--- src/hdl/u8d_pkg.sv ---
// Package for the UTF-8 byte stream decoder.
// Holds field widths, byte class masks, the status codes and the result record.
// No dependencies.
package u8d_pkg;

   localparam int unsigned CODE_POINT_W  = 21;
   localparam int unsigned BYTE_LENGTH_W = 3;
   localparam int unsigned CHAR_COUNT_W  = 17;
   localparam int unsigned PENDING_W     = 2;

   localparam int unsigned CHAR_COUNT_MAX    = (2 ** CHAR_COUNT_W) - 1;
   localparam int unsigned MAX_CHARS_DEFAULT = 65536;

   localparam logic [7:0] ASCII_MASK = 8'b1000_0000;
   localparam logic [7:0] ASCII_CODE = 8'b0000_0000;
   localparam logic [7:0] LEAD2_MASK = 8'b1110_0000;
   localparam logic [7:0] LEAD2_CODE = 8'b1100_0000;
   localparam logic [7:0] LEAD3_MASK = 8'b1111_0000;
   localparam logic [7:0] LEAD3_CODE = 8'b1110_0000;
   localparam logic [7:0] LEAD4_MASK = 8'b1111_1000;
   localparam logic [7:0] LEAD4_CODE = 8'b1111_0000;
   localparam logic [7:0] CONT_MASK  = 8'b1100_0000;
   localparam logic [7:0] CONT_CODE  = 8'b1000_0000;

   typedef enum logic [1:0] {
      STATUS_OK        = 2'd0,
      STATUS_BAD_LEAD  = 2'd1,
      STATUS_NO_CONT   = 2'd2,
      STATUS_TRUNCATED = 2'd3
   } status_type;

   typedef struct packed {
      logic [CODE_POINT_W-1:0]  code_point;
      logic [BYTE_LENGTH_W-1:0] byte_length;
      logic [CHAR_COUNT_W-1:0]  char_number;
      logic [BYTE_LENGTH_W-1:0] longest_char;
      status_type               status;
      logic                     string_finished;
   } result_type;

endpackage

--- src/hdl/utf8_byte_stream_decoder_top.sv ---
// Top level of the UTF-8 byte stream decoder.
// Depends on u8d_pkg for widths, byte class masks, status codes and the result record.

// The decoder takes one byte per cycle while req_stall is low and gives at most one
// result per byte. The decode state and the result are both registered, with the byte
// classification, code point assembly, count increment and longest-length compare
// between them. The result side has an output register and one skid register, so a
// byte is still taken while one result waits; req_stall rises only when both are full.
// The character count saturates at MAX_CHARS or at 131071, whichever is smaller.
module utf8_byte_stream_decoder_top #(
   parameter int unsigned MAX_CHARS = u8d_pkg::MAX_CHARS_DEFAULT
) (
   input  logic        clock,
   input  logic        reset,
   input  logic        req_valid,
   output logic        req_stall,
   input  logic [7:0]  req_data_byte,
   input  logic        req_end_of_string,
   output logic        rsp_valid,
   input  logic        rsp_stall,
   output logic [u8d_pkg::CODE_POINT_W-1:0]  rsp_code_point,
   output logic [u8d_pkg::BYTE_LENGTH_W-1:0] rsp_byte_length,
   output logic [u8d_pkg::CHAR_COUNT_W-1:0]  rsp_char_number,
   output logic [u8d_pkg::BYTE_LENGTH_W-1:0] rsp_longest_char,
   output logic [1:0]  rsp_status,
   output logic        rsp_string_finished
);

   localparam int unsigned CountCapInt = (MAX_CHARS < u8d_pkg::CHAR_COUNT_MAX) ?
                                         MAX_CHARS : u8d_pkg::CHAR_COUNT_MAX;
   localparam logic [u8d_pkg::CHAR_COUNT_W-1:0] CountCap =
      CountCapInt[u8d_pkg::CHAR_COUNT_W-1:0];

   logic [u8d_pkg::PENDING_W-1:0]     pending_ff, pending_in;
   logic [u8d_pkg::BYTE_LENGTH_W-1:0] length_ff, length_in;
   logic [u8d_pkg::CODE_POINT_W-1:0]  partial_ff, partial_in;
   logic [u8d_pkg::CHAR_COUNT_W-1:0]  count_ff, count_in;
   logic [u8d_pkg::BYTE_LENGTH_W-1:0] longest_ff, longest_in;
   logic                              rejected_ff, rejected_in;

   u8d_pkg::result_type result_ff, result_in;
   u8d_pkg::result_type skid_ff, skid_in;
   u8d_pkg::result_type new_result;
   logic                result_valid_ff, result_valid_in;
   logic                skid_valid_ff, skid_valid_in;
   logic                new_valid;
   logic                accept;
   logic                out_free;

   assign req_stall = skid_valid_ff;
   assign accept    = req_valid && !req_stall;
   assign out_free  = !result_valid_ff || !rsp_stall;

   always_comb begin
      logic [7:0]                        b;
      logic                              eos;
      logic                              do_finish;
      logic                              do_error;
      logic                              do_trunc;
      u8d_pkg::status_type               err_status;
      logic [u8d_pkg::BYTE_LENGTH_W-1:0] len_now;
      logic [u8d_pkg::CODE_POINT_W-1:0]  cp_now;
      logic [u8d_pkg::CHAR_COUNT_W-1:0]  count_next;
      logic [u8d_pkg::BYTE_LENGTH_W-1:0] longest_next;

      b            = req_data_byte;
      eos          = req_end_of_string;
      do_finish    = 1'b0;
      do_error     = 1'b0;
      do_trunc     = 1'b0;
      err_status   = u8d_pkg::STATUS_BAD_LEAD;
      len_now      = length_ff;
      cp_now       = partial_ff;
      pending_in   = pending_ff;
      length_in    = length_ff;
      partial_in   = partial_ff;
      count_in     = count_ff;
      longest_in   = longest_ff;
      rejected_in  = rejected_ff;
      new_valid    = 1'b0;
      new_result   = '0;

      if (accept) begin
         if (rejected_ff) begin
            if (eos) begin
               rejected_in = 1'b0;
               pending_in  = '0;
               length_in   = '0;
               partial_in  = '0;
               count_in    = '0;
               longest_in  = '0;
            end
         end else if (pending_ff == '0) begin
            priority if ((b & u8d_pkg::ASCII_MASK) == u8d_pkg::ASCII_CODE) begin
               len_now   = 3'd1;
               cp_now    = {13'd0, b};
               do_finish = 1'b1;
            end else if ((b & u8d_pkg::LEAD2_MASK) == u8d_pkg::LEAD2_CODE) begin
               length_in  = 3'd2;
               partial_in = {16'd0, b[4:0]};
               pending_in = 2'd1;
               do_trunc   = eos;
            end else if ((b & u8d_pkg::LEAD3_MASK) == u8d_pkg::LEAD3_CODE) begin
               length_in  = 3'd3;
               partial_in = {17'd0, b[3:0]};
               pending_in = 2'd2;
               do_trunc   = eos;
            end else if ((b & u8d_pkg::LEAD4_MASK) == u8d_pkg::LEAD4_CODE) begin
               length_in  = 3'd4;
               partial_in = {18'd0, b[2:0]};
               pending_in = 2'd3;
               do_trunc   = eos;
            end else begin
               do_error   = 1'b1;
               err_status = u8d_pkg::STATUS_BAD_LEAD;
            end
         end else if ((b & u8d_pkg::CONT_MASK) != u8d_pkg::CONT_CODE) begin
            do_error   = 1'b1;
            err_status = u8d_pkg::STATUS_NO_CONT;
         end else begin
            cp_now     = {partial_ff[14:0], b[5:0]};
            partial_in = cp_now;
            pending_in = pending_ff - 2'd1;
            if (pending_ff == 2'd1) begin
               do_finish = 1'b1;
            end else begin
               do_trunc = eos;
            end
         end
      end

      count_next   = (count_ff < CountCap) ? count_ff + 17'd1 : count_ff;
      longest_next = (longest_ff < len_now) ? len_now : longest_ff;

      if (do_finish) begin
         new_valid                  = 1'b1;
         new_result.code_point      = cp_now;
         new_result.byte_length     = len_now;
         new_result.char_number     = count_next;
         new_result.longest_char    = longest_next;
         new_result.status          = u8d_pkg::STATUS_OK;
         new_result.string_finished = eos;
         pending_in                 = '0;
         length_in                  = '0;
         partial_in                 = '0;
         count_in                   = eos ? '0 : count_next;
         longest_in                 = eos ? '0 : longest_next;
      end else if (do_error || do_trunc) begin
         new_valid                  = 1'b1;
         new_result.char_number     = count_ff;
         new_result.longest_char    = longest_ff;
         new_result.status          = do_error ? err_status : u8d_pkg::STATUS_TRUNCATED;
         new_result.string_finished = 1'b1;
         pending_in                 = '0;
         length_in                  = '0;
         partial_in                 = '0;
         count_in                   = '0;
         longest_in                 = '0;
         if (do_error) begin
            rejected_in = !eos;
         end
      end
   end

   always_comb begin
      result_in       = result_ff;
      result_valid_in = result_valid_ff;
      skid_in         = skid_ff;
      skid_valid_in   = skid_valid_ff;
      if (out_free) begin
         result_in       = skid_valid_ff ? skid_ff : new_result;
         result_valid_in = skid_valid_ff || new_valid;
         skid_valid_in   = 1'b0;
      end else if (new_valid) begin
         skid_in       = new_result;
         skid_valid_in = 1'b1;
      end
   end

   always_ff @(posedge clock) begin
      if (reset) begin
         pending_ff      <= '0;
         length_ff       <= '0;
         partial_ff      <= '0;
         count_ff        <= '0;
         longest_ff      <= '0;
         rejected_ff     <= 1'b0;
         result_valid_ff <= 1'b0;
         skid_valid_ff   <= 1'b0;
      end else begin
         pending_ff      <= pending_in;
         length_ff       <= length_in;
         partial_ff      <= partial_in;
         count_ff        <= count_in;
         longest_ff      <= longest_in;
         rejected_ff     <= rejected_in;
         result_valid_ff <= result_valid_in;
         skid_valid_ff   <= skid_valid_in;
      end
   end

   always_ff @(posedge clock) begin
      result_ff <= result_in;
      skid_ff   <= skid_in;
   end

   assign rsp_valid           = result_valid_ff;
   assign rsp_code_point      = result_ff.code_point;
   assign rsp_byte_length     = result_ff.byte_length;
   assign rsp_char_number     = result_ff.char_number;
   assign rsp_longest_char    = result_ff.longest_char;
   assign rsp_status          = result_ff.status;
   assign rsp_string_finished = result_ff.string_finished;

endmodule

--- config.mk ---
export PLATFORM = sky130hd
export DESIGN_NAME = utf8_byte_stream_decoder_top
export DESIGN_NICKNAME = d
export VERILOG_FILES = /design/src/hdl/u8d_pkg.sv /design/src/hdl/utf8_byte_stream_decoder_top.sv
export SDC_FILE = /design/constraint.sdc
export NUM_CORES = 1
export LEC_CHECK = 0
export BUFFER_PORTS_ARGS = -buffer_cell sky130_fd_sc_hd__buf_4
export CORE_ASPECT_RATIO = 1.75
export CORE_UTILIZATION = 40
export CTS_CLUSTER_DIAMETER = 100
export CTS_CLUSTER_SIZE = 8
export DETAILED_ROUTE_END_ITERATION = 8
export GPL_ROUTABILITY_DRIVEN = 0
export PLACE_DENSITY = 0.67
export REMOVE_ABC_BUFFERS = 1
export SLEW_MARGIN = 30
export SYNTH_ARGS = -nofsm -noshare
export SYNTH_HDL_FRONTEND = slang
export SYNTH_SLANG_ARGS = --single-unit
--- constraint.sdc ---
create_clock -name clock -period 8.3 [get_ports clock]
set_clock_uncertainty 0.1 [all_clocks]
set_input_delay 2.49 -clock clock [delete_from_list [all_inputs] [get_ports clock]]
set_output_delay 2.49 -clock clock [all_outputs]
set_load 0.02 [all_outputs]
==> impl_metrics.tcl <==
set metrics [dict create \
    cp_max_fo 37 \
    layout-drive-gt1-share_pct 18.4 \
    post_cts_resized 0 \
    seq_area_um2 3800 \
    ir_drop_v 0.000115 \
    r2r_start "req_stall$_SDFFE_PP0P_" \
    track_usage_pct 19.5 \
    vias 5262 \
    synthAdderAreaFrac_pct 0.748 \
    tritoncts "built" \
    ios 62 \
    rr_worst_depth 5 \
    p_switching_w 0.000444 \
    drc 0 \
    muxShareOfSynthArea_pct 0.785 \
    die_y_um 173 \
    insertion_delay_ns 0.42 \
    grt_pass1_wl_um 26200 \
    min_to "partial_ff[20]$_SDFFE_PP0P_" \
    ys.flop_type "edfxtp_1" \
    port_buffers 61 \
    antenna_found_initial 0 \
    wl_um 16100 \
    num_rows 62 \
    synth_area_um2 6690 \
    synth.top_cell.area_share_pct 42.2 \
    yosysWarnings 0 \
    p_per_area_nw_per_um2 225 \
    relSlewSlack_pct 38.2 \
    end_kind "flip-flop" \
    combPwrFrac_pct 10.0 \
    yosysSeqAreaShare_pct 56.8 \
    p_leak_nw 2.98 \
    outcome "finished clean" \
    ys_async_sr_fraction_pct 0 \
    wire_per_inst_um 17.5 \
    synth_edf_count 94 \
    slew_violations 0 \
    cts.sinks 143 \
    drv_cap 0 \
    initial_utilization_pct 40.9 \
    p_int_w 0.00132 \
    period_share_pct 57.4 \
    switching_share_pct 25.1 \
    rsz0062_at_grt "no" \
    first_pass_iters 7 \
    numCtsBuffers 17 \
    synthCells 648 \
    nets 698 \
    critPathKind "primary input to flip-flop" \
    diodes 0 \
    arrival_ns 4.72 \
    multiInputGateArea_um2 2650 \
    grt_overflow 0 \
    share_seq_of_total_power_pct 45.5 \
    clkTransAtPathRegs_ns 0.06 \
    r2r_end "skid_ff[11]$_DFFE_PP_" \
    worst_pin_slew_ns 0.927 \
    synth-xor-area-share_pct 0 \
    fmaxAchievable_mhz 210 \
    hold_start "partial_ff[20]$_SDFFE_PP0P_" \
    hold_path.class "flip-flop to flip-flop" \
    root_buffer "clkbuf_16" \
    synth_compound_area_share_pct 21.1 \
    synth_area_leaders "edfxtp_1 42%, dfxtp_1 15%, nand2_1 5.4%" \
    cts.htree.levels 4 \
    final_hold_viol_count 0 \
    final_cell_mix "96 x nand2_1, 94 x edfxtp_1, 66 x buf_4" \
    post-dp-hpwl_um 10800 \
    avgViaCountPerCell 5.73 \
    cts_buffer_depth 2 \
    synth-seq-cells 143 \
    die_width_um 99.8 \
    syn_to_final_growth_pct 17.7 \
    fillerInstances 1470 \
    tns_ns 0 \
    whs_path_depth 2 \
    reg2reg_slack_ns 5.02 \
    setup_viol 0 \
    dieArea_um2 17300 \
    ant_nets 0 \
    grt_max_degree 51 \
    grt_pass1_vias 5269 \
    netlist-cell-type-count 65 \
    drt_iter0_markers 300 \
    cts_setup_buffers 0 \
    worst_ep_required_time_ns 8.26 \
    yosysTopAreaCell "edfxtp_1" \
    synth_top_family_by_area "compound AO/OA/AOI/OAI gates" \
    synthSimpleGateAreaFrac_pct 16.4 \
    period_minus_slack_ns 4.76 \
    layout_commonest_cell "nand2_1" \
    power.total_w 0.00177 \
    avgSynthCellArea_um2 10.3 \
    p_clk_share_pct 44.5 \
    postCtsHoldBufs 0 \
    core_um2 16400 \
    start_kind "primary input" \
]
## power groups by stage
stage	clock [W]	combinational, W	sequential (W)
floorplan	0	0.0000711	0.000849
global placement	0	0.000173	0.000819
detailed placement	0	0.000177	0.000821
CTS	0.000800	0.000178	0.000806
global route	0.000827	0.000191	0.000808
finish	0.000787	0.000177	0.000805
## worst max path at each step
stage	startpoint	to	slack [ns]	depth (start not counted)
after floorplan	rsp_stall	skid_ff[0]$_DFFE_PP_	1.72	2
after global placement	req_valid	skid_ff[39]$_DFFE_PP_	2.87	6
after detailed placement	req_valid	count_ff[7]$_SDFFE_PP0P_	2.92	7
after CTS	req_valid	count_ff[7]$_SDFFE_PP0P_	3.36	7
after global routing	req_valid	count_ff[9]$_SDFFE_PP0P_	3.36	7
final	req_valid	skid_ff[11]$_DFFE_PP_	3.54	6
## synthesized netlist by cell type (5+ instances only)
cell / count
o31ai_1: 6
or3_1: 5
and3_1: 9
o21ai_0: 51
nor2_1: 39
buf_2: 16
nor4_1: 6
nand4_1: 5
a21o_1: 23
o211ai_1: 6
clkbuf_1: 30
a31oi_1: 11
nand3_1: 17
edfxtp_1: 94
a21oi_1: 64
a311oi_1: 7
nor3_1: 9
a31oi_4: 6
nor2b_1: 5
dfxtp_1: 49
inv_1: 10
nand2_1: 97
nand2b_1: 6
a22oi_1: 5
## registers in the layout, summed over array words and instances (netlist names), 2 cells and up
name	count
rsp_longest_char	3
skid_ff	47
rsp_status	2
rsp_code_point	21
length_ff	3
pending_ff	2
rsp_byte_length	3
longest_ff	3
rsp_char_number	17
count_ff	17
partial_ff	21
## layer usage
layer | part of all wire [%] | global-route usage [%] | wire, µm
met5 | 0 | 0 | 0
met4 | 4.5 | 12.6 | 725
met3 | 3.9 | 3.68 | 620
met2 | 54 | 34.7 | 8720
met1 | 37 | 20.6 | 6010
## cells by family (layout without fill, tap and decap cells)
family	after synthesis	in the layout
compound gates	210	210
simple gates	224	224
fa+ha+maj	4	4
buf+inv	62	108
mux	5	5
flops	143	143
## cell type report
cell class              instances  share of cell area (%)
flip-flops and latches        143                    48.3
multi-input cells             443                    33.6
repair buffers                 66                    6.29
clock buffers                  17                    5.40
well taps                     224                    3.56
clock inverters                15                    2.35
inverters                      10                   0.477
## stage by stage
stage / std cells / hold WS [ns] / setup slack, ns / utilization, % / instance area (µm²)
6_report: 918 / 0.366 / 3.54 / 48.1 / 7880
2_1_floorplan: 596 / 0.333 / 1.72 / - / 6450
4_1_cts: 918 / 0.361 / 3.36 / 48.1 / 7870
5_1_grt: 918 / 0.383 / 3.36 / 48.1 / 7880
3_5_place_dp: 886 / 0.353 / 2.92 / 44.4 / 7260
3_3_place_gp: 886 / 0.338 / 2.87 / 44.3 / 7250
## worst max-delay path, stage by stage
cell and delay (ns):
buf_4 0.09, nor4b_2 0.40, o21ai_4 0.36, buf_4 0.37, a21oi_4 0.44, buf_4 0.52
(Power assumes the default switching activity.)
